`src/design/fba_pkg.sv`:
```
// ----------------------------------------------------------------------------
// fba_pkg
// Shared types and constants of the bitmap frame allocator.
// ----------------------------------------------------------------------------
package fba_pkg;

  // default table size in frames
  localparam int FRAMES_DEF  = 1024;
  localparam int WORD_W      = 16;
  localparam int RANGE_W     = 11;
  localparam int FRAME_NUM_W = 10;

  // bit of the lowest frame in a word
  localparam logic [WORD_W-1:0] TOP_BIT = 16'h8000;

  // request codes
  localparam logic FUNC_TAKE = 1'b0;
  localparam logic FUNC_MARK = 1'b1;

  typedef enum logic [1:0] {
    FBA_IDLE,
    FBA_RUN,
    FBA_RESP
  } fba_state_e;

  // controller -> datapath
  typedef struct packed {
    logic start;   // latch request, restart word counter
    logic rd_en;   // read next bitmap word
    logic proc;    // evaluate the word read last cycle
  } fba_cmd_t;

  // datapath -> controller
  typedef struct packed {
    logic issue_done;  // every word has been read
    logic proc_hit;    // take request found a free frame
    logic proc_last;   // last word is being evaluated
  } fba_sts_t;

endpackage

```
`src/design/fba_ctrl.sv`:
```
// ----------------------------------------------------------------------------
// fba_ctrl
// Request sequencer: accepts a beat, walks the bitmap, presents the result.
// ----------------------------------------------------------------------------
module fba_ctrl (
  input  logic              clk_i,
  input  logic              rst_ni,
  input  logic              in_valid_i,
  output logic              in_ready_o,
  output logic              out_valid_o,
  input  logic              out_ready_i,
  input  fba_pkg::fba_sts_t sts_i,
  output fba_pkg::fba_cmd_t cmd_o
);

  fba_pkg::fba_state_e state_q, state_d;

  always_ff @(posedge clk_i or negedge rst_ni) begin
    if (!rst_ni) begin
      state_q <= fba_pkg::FBA_IDLE;
    end else begin
      state_q <= state_d;
    end
  end

  // next state
  always_comb begin
    state_d = state_q;
    case (state_q)
      fba_pkg::FBA_IDLE: begin
        if (in_valid_i) begin
          state_d = fba_pkg::FBA_RUN;
        end
      end
      fba_pkg::FBA_RUN: begin
        if (sts_i.proc_hit || sts_i.proc_last) begin
          state_d = fba_pkg::FBA_RESP;
        end
      end
      fba_pkg::FBA_RESP: begin
        if (out_ready_i) begin
          state_d = fba_pkg::FBA_IDLE;
        end
      end
      default: state_d = fba_pkg::FBA_IDLE;
    endcase
  end

  // outputs
  always_comb begin
    cmd_o       = '0;
    in_ready_o  = 1'b0;
    out_valid_o = 1'b0;
    case (state_q)
      fba_pkg::FBA_IDLE: begin
        in_ready_o  = 1'b1;
        cmd_o.start = in_valid_i;
      end
      fba_pkg::FBA_RUN: begin
        cmd_o.rd_en = !sts_i.issue_done;
        cmd_o.proc  = 1'b1;
      end
      fba_pkg::FBA_RESP: begin
        out_valid_o = 1'b1;
      end
      default: begin
        cmd_o = '0;
      end
    endcase
  end

endmodule

```
`src/design/fba_datapath.sv`:
```
// ----------------------------------------------------------------------------
// fba_datapath
// Bitmap store, word counter, leading-one search and range mask logic.
// ----------------------------------------------------------------------------
module fba_datapath #(
  parameter int FRAMES = fba_pkg::FRAMES_DEF
) (
  input  logic                            clk_i,
  input  logic                            rst_ni,
  input  fba_pkg::fba_cmd_t               cmd_i,
  input  logic                            func_i,
  input  logic                            keep_others_i,
  input  logic [fba_pkg::RANGE_W-1:0]     range_start_i,
  input  logic [fba_pkg::RANGE_W-1:0]     range_end_i,
  output fba_pkg::fba_sts_t               sts_o,
  output logic [fba_pkg::FRAME_NUM_W-1:0] frame_number_o,
  output logic                            found_o
);

  localparam int WORDS = (FRAMES + fba_pkg::WORD_W - 1) / fba_pkg::WORD_W;
  localparam int AW    = (WORDS > 1) ? $clog2(WORDS) : 1;
  localparam int CNTW  = $clog2(WORDS + 1);
  localparam int FRW   = AW + 4;
  localparam int CMPW  = ((FRW > fba_pkg::RANGE_W) ? FRW : fba_pkg::RANGE_W) + 1;
  localparam int FNW   = (FRW > fba_pkg::FRAME_NUM_W) ? FRW : fba_pkg::FRAME_NUM_W;

  logic [fba_pkg::WORD_W-1:0] mem [WORDS];
  logic [WORDS-1:0]           vld_q;

  logic                       op_q;
  logic                       keep_q;
  logic [fba_pkg::RANGE_W-1:0] first_q, stop_q;
  logic [CNTW-1:0]            cnt_q;
  logic                       pend_q;
  logic [AW-1:0]              pword_q;
  logic [fba_pkg::WORD_W-1:0] rd_data_q;
  logic                       rd_vld_q;
  logic [fba_pkg::FRAME_NUM_W-1:0] frame_q;
  logic                       found_q;

  logic [AW-1:0]              rd_addr;
  logic [fba_pkg::WORD_W-1:0] data_eff, range_mask, wr_data;
  logic [3:0]                 off;
  logic                       hit, we;
  logic [CMPW-1:0]            fr;
  logic [FNW-1:0]             fnum;

  assign rd_addr = cnt_q[AW-1:0];

  // request fields
  always_ff @(posedge clk_i or negedge rst_ni) begin
    if (!rst_ni) begin
      op_q <= fba_pkg::FUNC_TAKE;
    end else if (cmd_i.start) begin
      op_q <= func_i;
    end
  end

  always_ff @(posedge clk_i) begin
    if (cmd_i.start) begin
      keep_q  <= keep_others_i;
      first_q <= range_start_i;
      stop_q  <= range_end_i;
    end
  end

  // word counter and read stage flag
  always_ff @(posedge clk_i or negedge rst_ni) begin
    if (!rst_ni) begin
      cnt_q  <= '0;
      pend_q <= 1'b0;
    end else begin
      if (cmd_i.start) begin
        cnt_q <= '0;
      end else if (cmd_i.rd_en) begin
        cnt_q <= cnt_q + CNTW'(1);
      end
      pend_q <= cmd_i.rd_en;
    end
  end

  // bitmap read port
  always_ff @(posedge clk_i) begin
    if (cmd_i.rd_en) begin
      rd_data_q <= mem[rd_addr];
      rd_vld_q  <= vld_q[rd_addr];
      pword_q   <= rd_addr;
    end
  end

  // never-written words read as zero
  assign data_eff = rd_vld_q ? rd_data_q : '0;

  // leading one = lowest frame of the word
  always_comb begin
    off = '0;
    for (int i = 0; i < fba_pkg::WORD_W; i++) begin
      if (data_eff[i]) begin
        off = 4'(fba_pkg::WORD_W - 1 - i);
      end
    end
  end

  // frames of this word inside [first, stop) and below FRAMES
  always_comb begin
    range_mask = '0;
    fr         = '0;
    for (int b = 0; b < fba_pkg::WORD_W; b++) begin
      fr = CMPW'({pword_q, 4'(b)});
      range_mask[fba_pkg::WORD_W-1-b] = (fr >= CMPW'(first_q)) && (fr < CMPW'(stop_q)) &&
                                        (fr < CMPW'(FRAMES));
    end
  end

  assign hit = pend_q && (op_q == fba_pkg::FUNC_TAKE) && (|data_eff);
  assign we  = cmd_i.proc && pend_q && ((op_q == fba_pkg::FUNC_MARK) || hit);

  always_comb begin
    if (op_q == fba_pkg::FUNC_MARK) begin
      wr_data = (keep_q ? data_eff : '0) | range_mask;
    end else begin
      wr_data = data_eff & ~(fba_pkg::TOP_BIT >> off);
    end
  end

  // bitmap write port
  always_ff @(posedge clk_i) begin
    if (we) begin
      mem[pword_q] <= wr_data;
    end
  end

  always_ff @(posedge clk_i or negedge rst_ni) begin
    if (!rst_ni) begin
      vld_q <= '0;
    end else if (we) begin
      vld_q[pword_q] <= 1'b1;
    end
  end

  // result
  assign fnum = FNW'({pword_q, off});

  always_ff @(posedge clk_i or negedge rst_ni) begin
    if (!rst_ni) begin
      found_q <= 1'b0;
      frame_q <= '0;
    end else if (cmd_i.start) begin
      found_q <= 1'b0;
      frame_q <= '0;
    end else if (cmd_i.proc && hit) begin
      found_q <= 1'b1;
      frame_q <= fnum[fba_pkg::FRAME_NUM_W-1:0];
    end
  end

  assign sts_o.issue_done = (cnt_q == CNTW'(WORDS));
  assign sts_o.proc_hit   = cmd_i.proc && hit;
  assign sts_o.proc_last  = cmd_i.proc && pend_q && (pword_q == AW'(WORDS - 1));

  assign frame_number_o = frame_q;
  assign found_o        = found_q;

  // a hit always shows up as found in the next cycle
  a_hit_found: assert property (@(posedge clk_i) disable iff (!rst_ni)
    sts_o.proc_hit |=> found_q)
    else $error("take hit not reported");

  // mark requests never report a frame
  a_mark_nofound: assert property (@(posedge clk_i) disable iff (!rst_ni)
    (op_q == fba_pkg::FUNC_MARK) |-> !found_q)
    else $error("mark request reported a frame");

  // write-back and next read never hit the same word
  a_no_rw_clash: assert property (@(posedge clk_i) disable iff (!rst_ni)
    (we && cmd_i.rd_en) |-> (pword_q != rd_addr))
    else $error("read/write address clash");

endmodule

```
`src/design/frame_bitmap_allocator_unit.sv`:
```
// ----------------------------------------------------------------------------
// frame_bitmap_allocator_unit
// Free-frame bitmap allocator: take lowest free frame, or mark a range free and keep or clear the rest.
// ----------------------------------------------------------------------------
//
//  channel  direction  handshake              payload
//  -------  ---------  ---------------------  ---------------------------------
//  in       sink       in_valid_i/in_ready_o  func, keep_others, range_start,
//                                             range_end
//  out      source     out_valid_o/out_ready_i frame_number, found
//
//  One beat in gives one beat out. A request walks the bitmap one word per
//  cycle through the single read port of the bitmap RAM, which has a
//  registered output: a mark visits every word before result valid rises,
//  a take stops at the word holding the first free frame, or after the
//  last word if none is free.
//  Reset clears the per-word valid bits at once, so the table reads as all
//  frames in use with no clearing pass. in_ready_o is high only while idle;
//  a stalled result holds the unit until out_ready_i is taken.
//
module frame_bitmap_allocator_unit #(
  parameter int FRAMES = fba_pkg::FRAMES_DEF
) (
  input  logic                            clk_i,
  input  logic                            rst_ni,
  input  logic                            in_valid_i,
  output logic                            in_ready_o,
  input  logic                            func_i,
  input  logic                            keep_others_i,
  input  logic [fba_pkg::RANGE_W-1:0]     range_start_i,
  input  logic [fba_pkg::RANGE_W-1:0]     range_end_i,
  output logic                            out_valid_o,
  input  logic                            out_ready_i,
  output logic [fba_pkg::FRAME_NUM_W-1:0] frame_number_o,
  output logic                            found_o
);

  fba_pkg::fba_cmd_t cmd;
  fba_pkg::fba_sts_t sts;

  // sequencing: idle -> walk words -> hold result
  fba_ctrl u_ctrl (
    .clk_i       (clk_i),
    .rst_ni      (rst_ni),
    .in_valid_i  (in_valid_i),
    .in_ready_o  (in_ready_o),
    .out_valid_o (out_valid_o),
    .out_ready_i (out_ready_i),
    .sts_i       (sts),
    .cmd_o       (cmd)
  );

  // bitmap RAM, search and mask logic, result registers
  fba_datapath #(
    .FRAMES (FRAMES)
  ) u_datapath (
    .clk_i          (clk_i),
    .rst_ni         (rst_ni),
    .cmd_i          (cmd),
    .func_i         (func_i),
    .keep_others_i  (keep_others_i),
    .range_start_i  (range_start_i),
    .range_end_i    (range_end_i),
    .sts_o          (sts),
    .frame_number_o (frame_number_o),
    .found_o        (found_o)
  );

endmodule
```
`config.mk`:
```
export PLATFORM = sky130hd
export DESIGN_NAME = frame_bitmap_allocator_unit
export DESIGN_NICKNAME = d
export VERILOG_FILES = /design/src/design/fba_pkg.sv /design/src/design/fba_ctrl.sv /design/src/design/fba_datapath.sv /design/src/design/frame_bitmap_allocator_unit.sv
export SDC_FILE = /design/constraint.sdc
export NUM_CORES = 1
export LEC_CHECK = 0
export BUFFER_PORTS_ARGS = -buffer_cell sky130_fd_sc_hd__clkbuf_2
export CORE_MARGIN = 4
export CORE_UTILIZATION = 50
export CTS_BUF_LIST = sky130_fd_sc_hd__clkbuf_4 sky130_fd_sc_hd__clkbuf_8 sky130_fd_sc_hd__clkbuf_16
export DETAILED_ROUTE_END_ITERATION = 6
export PLACE_DENSITY = 0.76
export SLEW_MARGIN = 10
export SYNTH_ARGS = -nofsm -noshare
export SYNTH_HDL_FRONTEND = slang
export SYNTH_HIERARCHICAL = 1
export SYNTH_SLANG_ARGS = --single-unit
```
`constraint.sdc`:
```
create_clock -name clk_i -period 5.3 [get_ports clk_i]
set_input_delay 0.53 -clock clk_i [delete_from_list [all_inputs] [get_ports clk_i]]
set_output_delay 0.53 -clock clk_i [all_outputs]
set_load 0.01 [all_outputs]
```
==> impl_metrics.tcl, run 1 <==
set metrics [dict create \
    avgViaCountPerCell 6.617 \
    grt_pass1_vias 24567 \
    path_max_fanout 41 \
    synthSimpleGateAreaFrac_pct 3.126 \
    clk_pin_slew_ns 0.06 \
    vias 24802 \
    wl_per_cell_microns 30.96 \
    setup_viol 0 \
    yosysUniqueCellTypes 83 \
    synth_compound_gate_area_share_pct 5.379 \
    dieArea_sq_um 96740 \
    cts_resized 0 \
    synth_common_cells "1,070 x edfxtp_1, 227 x mux4_2, 127 x nor2_1" \
    async_flop_share_pct 7.439 \
    setup_tns_ns 0 \
    clock_latency_ns 0.68 \
    yosysTopAreaCell "edfxtp_1" \
    slew_headroom_pct 11.73 \
    rows 110 \
    cts_max_path_buffers 3 \
    maxCapViolCount 0 \
    synthFlopType "edfxtp_1" \
    end_kind "register" \
    syn-cell-area_sq_um 45910 \
    synth-seq-cells 1156 \
    fmax_mhz 263.7 \
    cts_hold_buffers 1 \
    synth.avg_cell_area_sq_um 19.57 \
    yosysMostFrequentCell "edfxtp_1" \
    synth-edff-count 1070 \
    synthMuxAreaShare_pct 14.45 \
    cts_tree "built" \
    cts_made_buffers 109 \
    cp-start-kind "register" \
    worstMarginPinSlew_ns 1.324 \
    grt_antenna_before_repair 3 \
    overflow 0 \
    cts.sinks 1156 \
    finalCritPeriodShare_pct 71.54 \
    die_w_microns 311.0 \
    first_pass_iters 6 \
    ioPinCount 41 \
    die_h_microns 311.0 \
    cts.htree.levels 3 \
    ant_nets 0 \
    rsz0062_at_grt "no" \
    grt_pass1_wl_microns 170400 \
    postCtsSetupBuffers 0 \
    coreArea_sq_um 90560 \
    track_usage_pct 23.89 \
    hold_class "input pin to register" \
    hold_viol_final 0 \
    fin_skew_ns 0.02739 \
    post_route_cells_drive_above_1_share_pct 25.14 \
    synthCells 2346 \
    synthToLayoutAreaGrowth_pct 12.49 \
    period_needed_ns 3.792 \
    critical_path_class "register to register" \
    syn_nets 2390 \
    report.final.slew_viol_count 0 \
    critPathArrivalTime_ns 4.17 \
    synthXorXnorAreaFrac_pct 0.07630 \
    status "completed" \
    drc 0 \
    worst_hold_slack_ns 0.03672 \
    fin_nets 2518 \
    postRouteWirelength_microns 116000 \
    ys.warnings.count 6 \
    synth-seq-area-share_pct 74.67 \
    synth_top_area_share_pct 69.98 \
    root_buffer "clkbuf_16" \
    regToRegSetupSlack_ns 1.51 \
    drtIter0Drc 3362 \
    grt_max_degree 98 \
    vdd_drop_max_uv 403.9 \
    leakage_nw 17.00 \
    cp_data_required_time_ns 5.68 \
    port_buffers 40 \
    synth_area_leaders "edfxtp_1 70%, mux4_2 11%, dfrtp_1 4.7%, mux2i_1 2.7%, o21bai_1 1.1%" \
    synth_top_family_by_area "multiplexers" \
    dp_hpwl_microns 66860 \
    synth_fa_ha_area_share_pct 0.4360 \
    initial_core_util_pct 50.70 \
    place_congestion 0.9180 \
    power_density_nw_per_um2 566.8 \
]
==> power by group <==
| group | total (mW) | leakage, nW | switching, mW | internal [mW] |
|---|---|---|---|---|
| sequential | 12.8 | 11.0 | 0.624 | 12.2 |
| combinational | 8.63 | 4.20 | 5.63 | 3.00 |
| clock | 7.82 | 1.82 | 3.29 | 4.53 |
| total | 29.3 | 17.0 | 9.54 | 19.7 |
==> placed cells by master, fill, tap and decap left out, drive strengths merged, types with 6 or more instances in the layout <==
cell type / n
inv: 28
a21oi: 33
a2111oi: 14
a211oi: 15
o211ai: 7
nor2: 127
or2: 6
a22oi: 35
dfrtp: 86
nor4: 6
buf: 122
o21bai: 70
o21ai: 31
clkbuf: 189
a21o: 7
nor3: 12
mux4: 227
and3: 10
mux2: 24
edfxtp: 1070
mux2i: 125
bufinv: 9
clkinv: 41
ha: 16
nor2b: 14
a211o: 8
or3: 20
nand2b: 9
a221oi: 6
nand2: 35
nand3: 28
o22ai: 47
o221ai: 18
==> state kept, by name, summed over array words and instances (netlist names) <==
name and cells:
u_datapath/rd_data_q 16, u_datapath/cnt_q 7, u_ctrl/state_q 2, u_datapath/stop_q 11, u_datapath/found_o 1, u_datapath/keep_q 1, u_datapath/first_q 11, u_datapath/rd_vld_q 1
u_datapath/op_q 1, u_datapath/vld_q 64, u_datapath/pword_q 6, u_datapath/mem 1024, u_datapath/frame_number_o 10, u_datapath/pend_q 1
==> worst paths after layout <==
| kind | cells past startpoint | to | start |
|---|---|---|---|
| max in group asynchronous | 3 | u_datapath/cnt_q[1]$_DFFE_PN0P_ | rst_ni |
| hold / removal | 1 | u_datapath/stop_q[9]$_DFFE_PP_ | range_end_i[9] |
| setup / recovery | 7 | u_datapath/mem[30][3]$_DFFE_PP_ | u_datapath/pword_q[0]$_DFFE_PP_ |
| hold reg to reg | 1 | u_datapath/vld_q[21]$_DFFE_PN0P_ | u_datapath/vld_q[21]$_DFFE_PN0P_ |
| min in group asynchronous | 2 | u_ctrl/state_q[1]$_DFFE_PN0P_ | rst_ni |
| setup reg to reg | 7 | u_datapath/mem[30][3]$_DFFE_PP_ | u_datapath/pword_q[0]$_DFFE_PP_ |
==> cell families (layout without fill, tap and decap cells) <==
family / count (synthesis) / count (layout)
DFF: 1156 / 1156
xor gates and xnor gates: 4 / 4
buffers and inverters: 168 / 392
adders and majority gates: 16 / 16
and+or+nand+nor: 293 / 293
other: 0 / 2
AOI/OAI and AO/OA: 333 / 333
muxes: 376 / 376
==> through the flow <==
step	worst slack [ns]	cell area (sq um)	total power, mW	utilization, %	instances
2_1_floorplan	0.2281	45910	18.32	-	2346
3_3_place_gp	1.710	48010	21.17	53.01	3538
3_5_place_dp	1.596	48010	21.46	53.01	3538
4_1_cts	1.579	51640	29.22	57.03	3746
5_1_grt	1.347	51640	30.28	57.03	3746
6_report	1.508	51650	29.27	57.03	3748
==> metal layers <==
metal,routed length (microns),global-route usage [%],part of all wire [%]
met1,43150,33.21,37
met2,53160,36.55,46
met3,13900,5.688,12
met4,5824,10.45,5.0
met5,13,0,0.011
==> layout make-up <==
type                            count  area (sq um)
Fill cell                        6389         38910
Clock inverter                     57         539.3
Timing Repair Buffer              162          1184
Sequential cell                  1156         34290
Multi-Input combinational cell   1022         10980
Clock buffer                      150          3088
Antenna cell                        2         5.005
Inverter                           23         86.33
Tap cell                         1176          1471
==> worst max-delay path: stages, from the launching register on <==
cell       delay (ns)
edfxtp_1         0.53
ha_1             0.38
nor2b_1          0.18
o211ai_1         0.25
o21ai_0          0.29
o2111ai_1        0.33
nand3_2          0.95
buf_4            0.59
Note: power is estimated with default switching activity, not from simulation.
==> run 2, diff against run 1 <==
- clock period: 5.3 -> 3.1 ns (I/O delays scaled with it)
==> run 2 against run 1 <==
  * The flow now finishes with violations (setup timing)
  * Non-clock buffer count grew 132
  * Fmax grew 20%
  * Utilization grew 1.6 points
  * Cell count grew 3.4%
  * Total power grew 77%
  * Clock skew grew 0.017 ns
  * Design area grew 2.9%
  * Global-route usage grew 0.46 points
  * Routed wire length grew 1.7%
  * Register-to-register slack lost 1.6 ns
  * Combinational power grew 94%
  * Die area is the same
==> impl_metrics.tcl, run 2 (synthesized netlist as in run 1, its figures left out) <==
set metrics [dict create \
    status "complete, but fails checks" \
    violations "setup timing" \
    report.final.slew_viol_count 0 \
    cpMaxStageDelayCell "a2111oi_1" \
    cp_data_required_time_ns 3.55 \
    rows 110 \
    dp_slack_ns 0.02598 \
    cp_slowest_stage_delay_ns 0.74 \
    first_pass_iters 6 \
    regToRegSetupSlack_ns -0.05 \
    period_needed_ns 3.149 \
    stdcell_count 3874 \
    fin_skew_ns 0.04483 \
    finalCritPeriodShare_pct 101.6 \
    internal_power_mw 34.86 \
    maxCapViolCount 0 \
    cts.htree.levels 3 \
    rsz0062_at_grt "no" \
    drtIter0Drc 3364 \
    worst_hold_slack_ns 0.2476 \
    grt_pass1_wl_microns 174000 \
    utilization_pct 58.66 \
    ioPinCount 41 \
    biggestRegsByFlops "u_datapath/mem: 1024 flops, u_datapath/vld_q: 64 flops, u_datapath/rd_data_q: 16 flops" \
    leakage_nw 17.74 \
    track_usage_pct 24.35 \
    end_kind "register" \
    die_w_microns 311.0 \
    cts_max_path_buffers 3 \
    cts_tree "built" \
    final_area_sq_um 53120 \
    place_congestion 0.9209 \
    avgViaCountPerCell 6.460 \
    grt_max_degree 65 \
    critical_path_class "register to register" \
    p_sw_mw 17.10 \
    setup_viol 11 \
    finalWorstSetupSlack_ns -0.04877 \
    postRouteWirelength_microns 118100 \
    dp_hpwl_microns 72740 \
    path_max_fanout 29 \
    setup_tns_ns -0.1323 \
    cts_made_buffers 110 \
    path_buf_inv 3 \
    dp_cells 3642 \
    synthToLayoutAreaGrowth_pct 15.70 \
    initial_core_util_pct 50.70 \
    fin_nets 2651 \
    power.share.sequential_pct 41.8 \
    dpl_cell_area_sq_um 49200 \
    fmax_mhz 317.6 \
    power_frac_clock_pct 26.0 \
    slew_headroom_pct 42.74 \
    vdd_drop_max_uv 581.7 \
    drc 0 \
    hold_viol_final 0 \
    cts.sinks 1156 \
    final_common_cell "edfxtp_1" \
    combPwrFrac_pct 32.2 \
    ant_nets 0 \
    worstMarginPinSlew_ns 0.8557 \
    cp-start-kind "register" \
    p_total_mw 51.96 \
    top_register "u_datapath/mem" \
    dieArea_sq_um 96740 \
    critPathArrivalTime_ns 3.60 \
    overflow 0 \
    crit_path_frequent_cell "buf_12" \
    port_buffers 40 \
    reg2reg_depth 8 \
    clk_pin_slew_ns 0.06 \
    root_buffer "clkbuf_16" \
    largest_reg_flops 1024 \
    grt_antenna_before_repair 2 \
    rr_startpoint "u_datapath/cnt_q[1]$_DFFE_PN0P_" \
    coreArea_sq_um 90560 \
    wl_per_cell_microns 30.47 \
    mostFrequentLayoutCells "1,070 x edfxtp_1, 227 x mux4_2, 194 x buf_4" \
    clock_latency_ns 0.71 \
    cp_cell_sequence "buf_12 -> buf_12 -> mux4_2 -> mux2i_1 -> nor2_1 -> a2111oi_1 -> buf_4 -> a211oi_1" \
    power_density_nw_per_um2 978.1 \
    swShare_pct 32.91 \
    post_route_cells_drive_above_1_share_pct 27.66 \
    grt_pass1_vias 25280 \
    vias 25027 \
    hold_class "input pin to async pin" \
    timing.rr.end "u_datapath/rd_data_q[3]$_DFFE_PP_" \
    die_h_microns 311.0 \
    critPathTopFamily "compound AO/OA/AOI/OAI gates" \
]
run 2: changes by cell type in the layout (fill, tap and decap cells not counted), sizes merged:
| cell | change |
|---|---|
| buf | +107 |
| bufinv | +4 |
| clkbuf | -20 |
| clkinv | +7 |
| clkinvlp | +1 |
| diode | -1 |
| dlygate4sd3 | +25 |
| inv | +3 |
run 2: power groups by stage:
stage          registers, mW  clock network, mW  logic [mW]
2_1_floorplan           21.7                  0        9.65
3_3_place_gp            21.9                  0        16.0
3_5_place_dp            22.0                  0        16.4
4_1_cts                 21.7               13.6        16.6
5_1_grt                 21.8               14.4        17.6
6_report                21.7               13.5        16.7
run 2: area by class of cell:
type / count / area (sq um)
Sequential cell: 1156 / 34290
Inverter: 23 / 91.34
Fill cell: 6277 / 37440
Clock buffer: 130 / 2903
Tap cell: 1176 / 1471
Timing Repair Buffer: 294 / 2613
Clock inverter: 72 / 732.0
Multi-Input combinational cell: 1022 / 11020
Antenna cell: 1 / 2.502
run 2: routing by layer:
| metal | track usage [%] | share of wire (%) | up-vias |
|---|---|---|---|
| met4 | 10.07 | 4.5 | 0 |
| met5 | 0 | 0 | - |
| li1 | - | - | 10186 |
| met2 | 36.91 | 46 | 1592 |
| met3 | 5.728 | 11 | 276 |
| met1 | 34.47 | 38 | 12973 |
run 2: worst reg2reg max path: stages, from the launching register on:
cell,delay [ns]
dfrtp_4,0.64
buf_12,0.25
buf_12,0.26
mux4_2,0.37
mux2i_1,0.19
nor2_1,0.13
a2111oi_1,0.74
buf_4,0.26
a211oi_1,0.05
run 2: what timing repair did:
action	in CTS	in global routing
pin swaps	0	2
hold buffers	26	0
buffers inserted	0	3
gates resized for setup	1	1
hold endpoints to repair	83	0
setup endpoints to repair	1	139
run 2: worst max-delay path by stage:
stage | endpoint | from | depth (start not counted) | slack, ns
finish | u_datapath/rd_data_q[3]$_DFFE_PP_ | u_datapath/cnt_q[1]$_DFFE_PN0P_ | 8 | -0.05
global route | u_datapath/mem[12][3]$_DFFE_PP_ | u_datapath/rd_vld_q$_DFFE_PP_ | 6 | 0.0005
CTS | u_datapath/rd_data_q[3]$_DFFE_PP_ | u_datapath/cnt_q[1]$_DFFE_PN0P_ | 8 | 0.11
detailed placement | u_datapath/rd_data_q[3]$_DFFE_PP_ | u_datapath/cnt_q[1]$_DFFE_PN0P_ | 8 | 0.03
global placement | u_datapath/rd_data_q[3]$_DFFE_PP_ | u_datapath/cnt_q[1]$_DFFE_PN0P_ | 8 | 0.03
floorplan | u_datapath/mem[0][4]$_DFFE_PP_ | u_datapath/pword_q[4]$_DFFE_PP_ | 5 | -0.50
